**src/hw/rtl/dssfb_pkg.sv**
```systemverilog
package dssfb_pkg;

    localparam int unsigned VALUE_W   = 16;
    localparam int unsigned POINT_W   = 3;
    localparam int unsigned STATUS_W  = 8;
    localparam int unsigned BYTE_W    = 8;
    localparam int unsigned NUM_DISP  = 2;
    localparam int unsigned NUM_DIG   = 4;
    localparam int unsigned FRAME_LEN = 17;
    localparam int unsigned CNT_W     = $clog2(FRAME_LEN);

    localparam logic [VALUE_W-1:0] MAX_SHOWN = 16'd9999;
    localparam logic [BYTE_W-1:0]  ADDR_CMD  = 8'hC0;
    localparam logic [BYTE_W-1:0]  IND_ON    = 8'hFF;
    localparam logic [BYTE_W-1:0]  IND_OFF   = 8'h00;
    localparam logic [BYTE_W-1:0]  POINT_BIT = 8'h80;

    // reciprocal multipliers, exact for values up to 9999
    localparam logic [31:0] RECIP_1000 = 32'd16778;
    localparam int unsigned SH_1000    = 24;
    localparam logic [31:0] RECIP_100  = 32'd5243;
    localparam int unsigned SH_100     = 19;
    localparam logic [31:0] RECIP_10   = 32'd6554;
    localparam int unsigned SH_10      = 16;

    // segment table codes beyond the decimal digits
    localparam logic [3:0] SEG_BLANK  = 4'd10;
    localparam logic [3:0] SEG_HYPHEN = 4'd11;

    typedef logic [NUM_DIG-1:0][BYTE_W-1:0] t_disp_segs;

    typedef struct packed {
        logic [NUM_DISP-1:0][NUM_DIG-1:0][BYTE_W-1:0] segs;
        logic [STATUS_W-1:0]                          status;
    } t_frame;

    function automatic logic [BYTE_W-1:0] seg_lookup(input logic [3:0] code);
        logic [BYTE_W-1:0] s;
        case (code)
            4'd0:       s = 8'h3F;
            4'd1:       s = 8'h06;
            4'd2:       s = 8'h5B;
            4'd3:       s = 8'h4F;
            4'd4:       s = 8'h66;
            4'd5:       s = 8'h6D;
            4'd6:       s = 8'h7D;
            4'd7:       s = 8'h07;
            4'd8:       s = 8'h7F;
            4'd9:       s = 8'h6F;
            SEG_BLANK:  s = 8'h00;
            SEG_HYPHEN: s = 8'h40;
            default:    s = 8'h00;
        endcase
        return s;
    endfunction

    // digits from the quotients, blanking, segment codes and the point
    function automatic t_disp_segs build_segs(
        input logic               hyph,
        input logic [3:0]         q1000,
        input logic [6:0]         q100,
        input logic [9:0]         q10,
        input logic [13:0]        val,
        input logic [POINT_W-1:0] point
    );
        logic [3:0][3:0] code;
        logic [13:0]     t2;
        logic [13:0]     t1;
        logic [13:0]     t0;
        t_disp_segs      segs;
        t2 = 14'(q100) - 14'({q1000, 3'b000}) - 14'({q1000, 1'b0});
        t1 = 14'(q10)  - 14'({q100, 3'b000})  - 14'({q100, 1'b0});
        t0 = val       - 14'({q10, 3'b000})   - 14'({q10, 1'b0});
        code[3] = q1000;
        code[2] = t2[3:0];
        code[1] = t1[3:0];
        code[0] = t0[3:0];
        if (code[3] == 4'd0) begin
            code[3] = SEG_BLANK;
        end
        if (code[2] == 4'd0 && code[3] == SEG_BLANK) begin
            code[2] = SEG_BLANK;
        end
        if (code[1] == 4'd0 && code[2] == SEG_BLANK) begin
            code[1] = SEG_BLANK;
        end
        for (int x = 0; x < NUM_DIG; x++) begin
            segs[x] = seg_lookup(hyph ? SEG_HYPHEN : code[x]);
            if (point[POINT_W-1] == 1'b0 && point[1:0] == 2'(x)) begin
                segs[x] = segs[x] | POINT_BIT;
            end
        end
        return segs;
    endfunction

endpackage

```
**src/hw/rtl/dssfb_if.sv**
```systemverilog
interface dssfb_req_if;
    logic              valid;
    logic              ready;
    logic [15:0]       rpm_value;
    logic signed [2:0] rpm_point;
    logic [15:0]       pitch_value;
    logic signed [2:0] pitch_point;
    logic [7:0]        status_bits;

    modport source (output valid, output rpm_value, output rpm_point, output pitch_value,
                    output pitch_point, output status_bits, input ready);
    modport sink   (input valid, input rpm_value, input rpm_point, input pitch_value,
                    input pitch_point, input status_bits, output ready);
endinterface

interface dssfb_frm_if;
    logic       valid;
    logic       ready;
    logic [7:0] frame_byte;
    logic       is_command;
    logic       last_byte;

    modport source (output valid, output frame_byte, output is_command, output last_byte,
                    input ready);
    modport sink   (input valid, input frame_byte, input is_command, input last_byte,
                    output ready);
endinterface

```
**src/hw/rtl/dssfb_split.sv**
```systemverilog
module dssfb_split (
    input  logic            i_clk,
    input  logic            i_rst_n,
    dssfb_req_if.sink       i_req,
    output logic            o_frm_vld,
    input  logic            i_frm_rdy,
    output dssfb_pkg::t_frame o_frm
);
    import dssfb_pkg::*;

    // stage 1: reciprocal quotients
    logic                                 r_s1_vld;
    logic [NUM_DISP-1:0]                  r_s1_hyph;
    logic [NUM_DISP-1:0][3:0]             r_s1_q1000;
    logic [NUM_DISP-1:0][6:0]             r_s1_q100;
    logic [NUM_DISP-1:0][9:0]             r_s1_q10;
    logic [NUM_DISP-1:0][13:0]            r_s1_val;
    logic [NUM_DISP-1:0][POINT_W-1:0]     r_s1_point;
    logic [STATUS_W-1:0]                  r_s1_status;

    // stage 2: finished segment bytes
    logic   r_s2_vld;
    t_frame r_s2_frm;

    logic                          s1_adv;
    logic                          s2_adv;
    logic [NUM_DISP-1:0][VALUE_W-1:0] in_val;
    logic [NUM_DISP-1:0][31:0]     p1000;
    logic [NUM_DISP-1:0][31:0]     p100;
    logic [NUM_DISP-1:0][31:0]     p10;
    t_frame                        n_s2_frm;

    assign s2_adv      = !r_s2_vld || i_frm_rdy;
    assign s1_adv      = !r_s1_vld || s2_adv;
    assign i_req.ready = s1_adv;

    assign in_val[0] = i_req.rpm_value;
    assign in_val[1] = i_req.pitch_value;

    always_comb begin
        for (int d = 0; d < NUM_DISP; d++) begin
            p1000[d] = 32'(in_val[d]) * RECIP_1000;
            p100[d]  = 32'(in_val[d]) * RECIP_100;
            p10[d]   = 32'(in_val[d]) * RECIP_10;
        end
    end

    always_ff @(posedge i_clk) begin
        if (!i_rst_n) begin
            r_s1_vld <= 1'b0;
        end else if (s1_adv) begin
            r_s1_vld <= i_req.valid;
        end
    end

    always_ff @(posedge i_clk) begin
        if (s1_adv && i_req.valid) begin
            for (int d = 0; d < NUM_DISP; d++) begin
                r_s1_hyph[d]  <= in_val[d] > MAX_SHOWN;
                r_s1_q1000[d] <= 4'(p1000[d] >> SH_1000);
                r_s1_q100[d]  <= 7'(p100[d] >> SH_100);
                r_s1_q10[d]   <= 10'(p10[d] >> SH_10);
                r_s1_val[d]   <= in_val[d][13:0];
            end
            r_s1_point[0] <= i_req.rpm_point;
            r_s1_point[1] <= i_req.pitch_point;
            r_s1_status   <= i_req.status_bits;
        end
    end

    always_comb begin
        for (int d = 0; d < NUM_DISP; d++) begin
            n_s2_frm.segs[d] = build_segs(r_s1_hyph[d], r_s1_q1000[d], r_s1_q100[d],
                                          r_s1_q10[d], r_s1_val[d], r_s1_point[d]);
        end
        n_s2_frm.status = r_s1_status;
    end

    always_ff @(posedge i_clk) begin
        if (!i_rst_n) begin
            r_s2_vld <= 1'b0;
        end else if (s2_adv) begin
            r_s2_vld <= r_s1_vld;
        end
    end

    always_ff @(posedge i_clk) begin
        if (s2_adv && r_s1_vld) begin
            r_s2_frm <= n_s2_frm;
        end
    end

    assign o_frm_vld = r_s2_vld;
    assign o_frm     = r_s2_frm;

endmodule

```
**src/hw/rtl/dssfb_serial.sv**
```systemverilog
module dssfb_serial (
    input  logic              i_clk,
    input  logic              i_rst_n,
    input  logic              i_frm_vld,
    output logic              o_frm_rdy,
    input  dssfb_pkg::t_frame i_frm,
    dssfb_frm_if.source       o_out
);
    import dssfb_pkg::*;

    t_frame            r_frm;
    logic              r_busy;
    logic [CNT_W-1:0]  r_cnt;
    logic              r_ovld;
    logic [BYTE_W-1:0] r_obyte;
    logic              r_ocmd;
    logic              r_olast;

    logic              out_adv;
    logic              emit;
    logic              at_last;
    logic              take;
    logic [3:0]        j;
    logic [1:0]        x;
    logic [BYTE_W-1:0] n_byte;

    assign out_adv   = !r_ovld || o_out.ready;
    assign emit      = r_busy && out_adv;
    assign at_last   = r_cnt == CNT_W'(FRAME_LEN - 1);
    assign o_frm_rdy = !r_busy || (emit && at_last);
    assign take      = o_frm_rdy && i_frm_vld;

    // byte j after the command: digit on even j, its indicator on odd j
    assign j = 4'(r_cnt - CNT_W'(1));
    assign x = ~j[2:1];

    always_comb begin
        if (r_cnt == '0) begin
            n_byte = ADDR_CMD;
        end else if (!j[0]) begin
            n_byte = r_frm.segs[j[3]][x];
        end else begin
            n_byte = r_frm.status[{~j[3], x}] ? IND_ON : IND_OFF;
        end
    end

    always_ff @(posedge i_clk) begin
        if (!i_rst_n) begin
            r_busy <= 1'b0;
            r_cnt  <= '0;
            r_ovld <= 1'b0;
        end else begin
            if (take) begin
                r_busy <= 1'b1;
                r_cnt  <= '0;
            end else if (emit) begin
                if (at_last) begin
                    r_busy <= 1'b0;
                end
                r_cnt <= r_cnt + CNT_W'(1);
            end
            if (out_adv) begin
                r_ovld <= r_busy;
            end
        end
    end

    always_ff @(posedge i_clk) begin
        if (take) begin
            r_frm <= i_frm;
        end
        if (emit) begin
            r_obyte <= n_byte;
            r_ocmd  <= r_cnt == '0;
            r_olast <= at_last;
        end
    end

    assign o_out.valid      = r_ovld;
    assign o_out.frame_byte = r_obyte;
    assign o_out.is_command = r_ocmd;
    assign o_out.last_byte  = r_olast;

endmodule

```
**src/hw/rtl/dual_seven_segment_frame_builder.sv**
```systemverilog
// dual seven-segment frame builder
//
// i_req takes one request word: two 16-bit display values, a decimal-point
// digit index for each (0 = units .. 3 = thousands, negative = none) and
// eight indicator bits. o_frm gives seventeen words per request, one byte
// each: the address command 0xc0 flagged by is_command, then for the first
// and then the second display the four digits from the most significant,
// each digit followed by its indicator byte (0xff or 0x00). last_byte marks
// the seventeenth word.
// a request's command byte passes the two digit stages and the serializer's
// frame register into the output register. the byte serializer sends one byte
// per cycle while the receiver takes them; the two digit stages ahead of it
// already hold the next request so frames follow with no gap.
// reset clears all valid flags and the byte counter; the block then takes
// a request at once. when the receiver stalls, the output word holds and
// the serializer and digit stages fill up before i_req.ready drops.
module dual_seven_segment_frame_builder (
    input  logic        i_clk,
    input  logic        i_rst_n,
    dssfb_req_if.sink   i_req,
    dssfb_frm_if.source o_frm
);
    import dssfb_pkg::*;

    // digit words passed from the split stages to the serializer
    logic   frm_vld;
    logic   frm_rdy;
    t_frame frm;

    // reciprocal divide, digit recovery, blanking and segment lookup
    dssfb_split u_split (
        .i_clk     (i_clk),
        .i_rst_n   (i_rst_n),
        .i_req     (i_req),
        .o_frm_vld (frm_vld),
        .i_frm_rdy (frm_rdy),
        .o_frm     (frm)
    );

    // one byte per cycle into the output register while the receiver takes them
    dssfb_serial u_serial (
        .i_clk     (i_clk),
        .i_rst_n   (i_rst_n),
        .i_frm_vld (frm_vld),
        .o_frm_rdy (frm_rdy),
        .i_frm     (frm),
        .o_out     (o_frm)
    );

endmodule
```
**src/flat_wrapper.sv**
```systemverilog
// flat-port wrapper written by rule: the top's interface ports become plain ports
module dual_seven_segment_frame_builder_flat import dssfb_pkg::*;
  (i_clk, i_rst_n, i_req_valid, i_req_rpm_value, i_req_rpm_point, i_req_pitch_value, i_req_pitch_point, i_req_status_bits, i_req_ready, o_frm_valid, o_frm_frame_byte, o_frm_is_command, o_frm_last_byte, o_frm_ready);
  dssfb_req_if i_req_i ();
  dssfb_frm_if o_frm_i ();
  input  logic i_clk;
  input  logic i_rst_n;
  input wire logic [$bits(i_req_i.valid)-1:0] i_req_valid;
  input wire logic [$bits(i_req_i.rpm_value)-1:0] i_req_rpm_value;
  input wire logic [$bits(i_req_i.rpm_point)-1:0] i_req_rpm_point;
  input wire logic [$bits(i_req_i.pitch_value)-1:0] i_req_pitch_value;
  input wire logic [$bits(i_req_i.pitch_point)-1:0] i_req_pitch_point;
  input wire logic [$bits(i_req_i.status_bits)-1:0] i_req_status_bits;
  output wire logic [$bits(i_req_i.ready)-1:0] i_req_ready;
  output wire logic [$bits(o_frm_i.valid)-1:0] o_frm_valid;
  output wire logic [$bits(o_frm_i.frame_byte)-1:0] o_frm_frame_byte;
  output wire logic [$bits(o_frm_i.is_command)-1:0] o_frm_is_command;
  output wire logic [$bits(o_frm_i.last_byte)-1:0] o_frm_last_byte;
  input wire logic [$bits(o_frm_i.ready)-1:0] o_frm_ready;
  assign i_req_i.valid = i_req_valid;
  assign i_req_i.rpm_value = i_req_rpm_value;
  assign i_req_i.rpm_point = i_req_rpm_point;
  assign i_req_i.pitch_value = i_req_pitch_value;
  assign i_req_i.pitch_point = i_req_pitch_point;
  assign i_req_i.status_bits = i_req_status_bits;
  assign i_req_ready = i_req_i.ready;
  assign o_frm_valid = o_frm_i.valid;
  assign o_frm_frame_byte = o_frm_i.frame_byte;
  assign o_frm_is_command = o_frm_i.is_command;
  assign o_frm_last_byte = o_frm_i.last_byte;
  assign o_frm_i.ready = o_frm_ready;
  dual_seven_segment_frame_builder u_core (.i_clk(i_clk), .i_rst_n(i_rst_n), .i_req(i_req_i), .o_frm(o_frm_i));
endmodule
```
**config.mk**
```make
export PLATFORM = sky130hd
export DESIGN_NAME = dual_seven_segment_frame_builder_flat
export DESIGN_NICKNAME = d
export VERILOG_FILES = /design/src/hw/rtl/dssfb_pkg.sv /design/src/hw/rtl/dssfb_if.sv /design/src/hw/rtl/dssfb_split.sv /design/src/hw/rtl/dssfb_serial.sv /design/src/hw/rtl/dual_seven_segment_frame_builder.sv /design/src/flat_wrapper.sv
export SDC_FILE = /design/constraint.sdc
export NUM_CORES = 1
export LEC_CHECK = 0
export ABC_AREA = 1
export BUFFER_PORTS_ARGS = -buffer_cell sky130_fd_sc_hd__buf_4
export CAP_MARGIN = 20
export CORE_ASPECT_RATIO = 1.4
export CORE_MARGIN = 1
export CORE_UTILIZATION = 55
export DETAILED_ROUTE_END_ITERATION = 7
export PLACE_DENSITY = 0.71
export SLEW_MARGIN = 30
export SYNTH_ARGS = -nofsm -noshare
export SYNTH_HDL_FRONTEND = slang
export SYNTH_SLANG_ARGS = --single-unit
```
**constraint.sdc**
```tcl
create_clock -name i_clk -period 4.9 [get_ports i_clk]
set_input_delay 0 -clock i_clk [delete_from_list [all_inputs] [get_ports i_clk]]
set_output_delay 0 -clock i_clk [all_outputs]
set_load 0.02 [all_outputs]
```
Word-level counts from Yosys, hierarchy flattened --
Memory sizes are Yosys's and may differ from the RTL's. A register that Yosys moved wholly into a read port is not among the register bits. Cells that the tools add are included.
Storage, ports and cells: register bits 155, bits in read-only memories 896, input port bits 50, output and inout port bits 12, word-level logic and storage cells 150, memories 8
Memory list:
- (no name shown) | words 16, width 7, rd ports 1, clocked after memory_dff 1, wr ports 0, line dssfb_pkg.sv:39 | case (code)
- (no name shown) | words 16, width 7, rd ports 1, clocked after memory_dff 1, wr ports 0, line dssfb_pkg.sv:39
- (no name shown) | words 16, width 7, rd ports 1, clocked after memory_dff 1, wr ports 0, line dssfb_pkg.sv:39
- (no name shown) | words 16, width 7, rd ports 1, clocked after memory_dff 1, wr ports 0, line dssfb_pkg.sv:39
- (no name shown) | words 16, width 7, rd ports 1, clocked after memory_dff 1, wr ports 0, line dssfb_pkg.sv:39
- (no name shown) | words 16, width 7, rd ports 1, clocked after memory_dff 1, wr ports 0, line dssfb_pkg.sv:39
- +2 memories
Operators by class: $add $sub $neg 14, multipliers 6, $lt $le $gt $ge 5, equal/unequal tests 11, multiplexer cells 25, bitwise operators 5, reductions and logical operators 38
Operator list (number):
- two-way mux 32 bit | 2
- two-way mux 4 bit | 14
- multiplier 16 x 14 -> 27 bit (second input constant) | 2
- subtractor 4 bit | 12
- multiplier 16 x 13 -> 23 bit (second input constant) | 2
- multiplier 16 x 12 -> 19 bit (second input constant) | 2
- > comparator 16 x 14 -> 1 bit (second input constant) | 2
- logical NOT 4 bit | 6
- two-way mux 8 bit | 3
- logical AND 1 bit | 17
- binary-select mux 8 bit (select 2 bit) | 1
- == test 4 bit (second input constant) | 4
- == test 2 bit (second input constant) | 4
- adder 5 x 1 -> 5 bit (second input constant) | 1
- == test 5 bit (second input constant) | 1
- logical NOT 5 bit | 1
- == test 2 x 1 -> 1 bit (second input constant) | 2
- logical NOT 1 bit | 4
- logical NOT 2 bit | 2
- logical OR 1 bit | 4
- less-than comparator 3 x 4 -> 1 bit (second input constant) | 1
- two-way mux 1 bit | 4
- inverter 1 bit | 4
- nonzero test 2 bit | 2
- 7 further kinds | 7

Logic depth before layout (Yosys ltp) --
word-level depth 9, mapped depth 20, mapped depth without buffers 20

Cells and area by module --
Synthesis repeated with hierarchy kept, for this count alone.
Unflattened totals: cell total of the unflattened synthesis 2987, area, all modules 27179.8 µm²
By module, submodules not included:
- dssfb_split | instances 1, cells an instance 2635, area each 23343.6 µm², sequential area each 3643.5 µm²
- dssfb_serial | instances 1, cells an instance 352, area each 3836.2 µm², sequential area each 2602.5 µm²

Least setup slack after synthesis --
Ideal clock, no wire load.
path kind reg-to-reg, start point register u_core.u_serial.r_ovld (netlist: u_core.u_serial.o_out.valid), end point register u_core.u_serial.r_frm[0] (netlist name), enable pin, library setup time 503 ps, arrival 4030 ps, data required time 4397 ps, slack 368 ps, cell stages (with the launch flop) 6, path buffers 0, period minus slack after synthesis 4532 ps, path through dfxtp_1 nand2_1 nand2_1 inv_1 a21oi_1 nor2_1
Between the ends: word-level cells in the longest chain between the ends 6
RTL lines:
- start: declaration | line dssfb_serial.sv:14 | logic r_ovld;
- start signal: assignment | line dssfb_serial.sv:63 | r_ovld <= r_busy;
- logical NOT 1 bit | line dssfb_serial.sv:27 | assign out_adv = !r_ovld || o_out.ready;
- logical OR 1 bit | line dssfb_serial.sv:27
- logical AND 1 bit | line dssfb_serial.sv:28 | assign emit = r_busy && out_adv;
- via u_core.u_serial.emit | line dssfb_serial.sv:20 | logic emit;
- logical AND 1 bit | line dssfb_serial.sv:30 | assign o_frm_rdy = !r_busy || (emit && at_last);
- logical OR 1 bit | line dssfb_serial.sv:30
- logical AND 1 bit | line dssfb_serial.sv:31 | assign take = o_frm_rdy && i_frm_vld;
- via u_core.u_serial.take | line dssfb_serial.sv:22 | logic take;
- end signal: assignment | line dssfb_serial.sv:70 | r_frm <= i_frm;
- end: declaration | line dssfb_serial.sv:11 | t_frame r_frm;
The timed path passes the listed nets, and every way through them passes these cells. A chain may end at the register's enable or synchronous reset.

==> metrics.md <==
| Metric | Value |
|---|---|
| Area inside the core boundary | between 0.04 and 0.05 sq mm |
| Total negative slack for setup checks | 0 ns |
| Number of buffers on the longest clock path | 3 |
| Overall overflow remaining after global route | 0 |
| Ant. Diodes | 0 |
| Number of endpoints with negative hold slack in the final report | 0 |
| Max Clock Freq | 225 MHz |
| Antenna-violating nets left | 0 |
| Pin count of the biggest net entering global routing | 73 |
| Busiest metal layer after global routing | met2 |
| Synthesized-area fraction occupied by and/or/nand/nor cells | 0.110 |
| Layout overhead on the synthesized area | 8.40% |
| Die height | 264 um |
| Post-Synthesis Cells | approximately 2900 |
| Fin. max-slew vios | 0 |
| Detailed-router iteration count before antenna repair | 5 |
| Die area | 0.0498 sq mm |
| Root Driver | clkbuf_16 |
| Dominant synthesized flop cell | edfxtp_1 |
| Total routed wirelength | ~63000 um |
| Buffers added on ports | 61 |
| Post-Route Hold Slack | roughly 0.12 ns |
| Share of the synthesized area in compound gates (AO/OA/AOI/OAI) | 0.0692 |
| Worst vdd rail ir drop | 0.340 mV |
| Most frequent cell after synthesis | inv_1 |
| Clock Pin Slew Worst Setup and Hold Paths | about 0.060 ns |
| Wire length per cell after detailed routing | 17.4 um |
| Routability congestion estimate from global placement | ~1 |
| Count of flip-flops with a built-in enable after synthesis | approximately 200 |
| Async SR Flop Fraction | 0 |
| Count of hold-fix buffers inserted at cts | 25 |
| X dimension of the die | 189 um |
| Number of antenna violations at the first check in global routing | 0 |
| Min Clock Period, post-route | ~4.4 ns |
| Count of unique library cells instantiated by Yosys | 49 |
| Total setup buffers inserted after CTS | 0 |
| Internal power | 7.50 mW |
| Kind of end point of the critical path | flip-flop |
| Finish-stage setup viols | 0 |
| Number of H-tree levels | 1 |
| Main combinational cell family by area after synthesis | adder cells |
| First-pass GRT wire length | between 100000 and 150000 um |
| Syn Area/Cell | a little over 9 sq um |
| Register area share after synthesis | 0.232 |
| Min-Delay Path Class | input port to flip-flop |
| DRC violations left | 0 |
| Adder and majority cell fraction of the synthesized area | 0.446 |
| Met3 track utilization from global routing | 0.0210 |
| Run status | complete, no violations |
| Post-synthesis xor/xnor area fraction | 0.0305 |
| Final total power | 14.7 mW |
| Resized Gates After CTS | 0 |
| Initial cell density of the core | 0.559 |
| Drt initial violations | around 740 |
| Cell row count | between 90 and 100 |
| Cell accounting for the most synthesized area | ha_1 |
| Most area-consuming cells after synthesis | ha_1 (23%), edfxtp_1 (23%), fa_1 (22%) |
| Data required, critical path | about 5.2 ns |
| Synthesis-stage register bit count | 211 |
| Net count after synthesis | roughly 3700 |
| Clock tree from TritonCTS | done |
| Post-synth top cells | inv_1 (758), ha_1 (496), nand2_1 (383) |
| Number of ports placed on the die boundary | 62 |
| MaxCap Viol Count | 0 |
| Max-Slew Margin vs Limit | 0.412 |
| Transition time at the pin with the least slew margin | about 0.88 ns |
| Number of nets in the final layout | 3827 |
| Critical path start-end classification | input port to flip-flop |
| Warnings, synthesis | 0 |
| Switching pwr | approximately 7.2 mW |
| Combinational power share | 0.695 |
| Worst-case clock skew | 0.0302 ns |
| RSZ-0062 raised after global routing | no |
| Clock Power Share | 0.124 |
| Met2 demand-to-capacity share in global routing | 0.501 |
| Clock buffers created by TritonCTS | 23 |
| Register share of total power | 0.181 |
| Via total after detailed routing | between 15000 and 20000 |
| Proportion of layout cells with a drive suffix above 1 | 0.0598 |
| Met1 GRT Util | 0.292 |
| Mux cell area share after synthesis | 0 |
| Nature of the critical path startpoint | input port |
| Arrival time at the worst endpoint | between 4 and 5 ns |
| Vias in the first global route | approximately 21000 |
| Highest net fanout along the worst path | 10 |
| # clock sinks | between 200 and 250 |
| Synth Cell Area | ~0.027 sq mm |
| Via-per-instance ratio | 5.27 |
| Fraction of synthesized cell area taken by the top area cell type | 0.231 |
| Leakage | 15.1 nW |
| Switching Share | 0.490 |
| Detailed placement HPWL | between 50000 and 60000 um |
| Final critical-path share of the clock period | 0.907 |
| Cell Pwr Density | 504 mW/mm^2 |
| Global-route usage over all layers | 0.264 |
| Clock insertion delay at the later pin of the skew report | ~0.53 ns |
-- final timing paths --
kind	cells past startpoint	slack [ns]	startpoint	end
setup reg to reg	11	1.83	u_core.u_serial.r_cnt[0]$_SDFFE_PP0P_	u_core.u_split.r_s1_status[7]$_DFFE_PP_
hold reg to reg	0	0.41	u_core.u_split.o_frm[49]$_DFFE_PP_	u_core.u_serial.r_frm[49]$_DFFE_PP_
setup / recovery	17	0.45	i_req_rpm_value[1]	u_core.u_split.r_s1_q10[2]$_DFFE_PP_
hold / removal	3	0.12	i_req_rpm_value[13]	u_core.u_split.r_s1_q1000[3]$_DFFE_PP_
-- layout by cell type (no fill, tap or decap), types with 34 or more instances in the layout --
cell type	count
buf_4	68
nand2_1	383
fa_1	289
xor2_1	56
nand3_1	70
o21ai_0	131
inv_1	756
nor2_1	123
xnor2_1	34
ha_1	496
a21oi_1	126
edfxtp_1	202
-- routing by layer --
| metal | vias to the layer above | wire, um |
|---|---|---|
| met5 | - | 0 |
| met4 | 0 | 3570 |
| met3 | 163 | 1750 |
| met2 | 416 | 33700 |
| met1 | 9239 | 24400 |
| li1 | 9346 | - |
-- cell type report --
cell class | instances | area, sq um
inverters | 775 | 2910
well taps | 630 | 788
clock inverters | 17 | 221
repair buffers | 93 | 761
flip-flops and latches | 211 | 6250
clock buffers | 25 | 583
multi-input cells | 1888 | 17600
fillers | 4111 | 19000
-- critical path, cell delays in order --
cell	delay [ns]
dlygate4sd3_1	0.55
buf_4	0.20
ha_1	0.40
xor2_1	0.22
ha_1	0.22
or2_2	0.31
fa_1	0.57
fa_1	0.57
inv_1	0.06
fa_1	0.53
inv_1	0.04
ha_1	0.32
nand2_1	0.13
nor2_1	0.08
a221oi_1	0.29
nand2_1	0.10
xor2_1	0.15
-- power groups by stage --
stage               clock network, mW  registers [mW]  logic [mW]
floorplan                           0            2.61        7.82
global placement                    0            2.70        10.0
detailed placement                  0            2.70        10.2
CTS                              1.85            2.67        10.3
global route                     1.92            2.68        11.8
finish                           1.82            2.66        10.2
-- flip-flops by register name, indices dropped and copies added (netlist names), 2 cells and up --
name                              cells
u_core.u_serial.o_out.frame_byte      8
u_core.u_split.r_s1_hyph              2
u_core.u_split.r_s1_status            8
u_core.u_split.r_s1_q1000             8
u_core.u_split.r_s1_q100              8
u_core.u_split.r_s1_q10               8
u_core.u_split.r_s1_val               8
u_core.u_serial.r_frm                72
u_core.u_serial.r_cnt                 5
u_core.u_split.r_s1_point             6
u_core.u_split.o_frm                 72
-- kinds of logic after synthesis --
family | count (synthesis)
DFF | 211
AOI/OAI and AO/OA | 331
and+or+nand+nor | 680
adders and majority gates | 785
buffers and inverters | 792
xor gates and xnor gates | 92
-- per-stage QoR --
step	instances	area [sq um]	util	worst slack (ns)
CTS	3639	29200	0.606	0.516
floorplan	2891	26900	-	0.368
finish	3639	29200	0.606	0.454
detailed placement	3572	28100	0.584	0.360
global placement	3572	28100	0.584	0.416
global route	3639	29200	0.606	0.292
No activity file was read; power rests on OpenSTA's default activity.
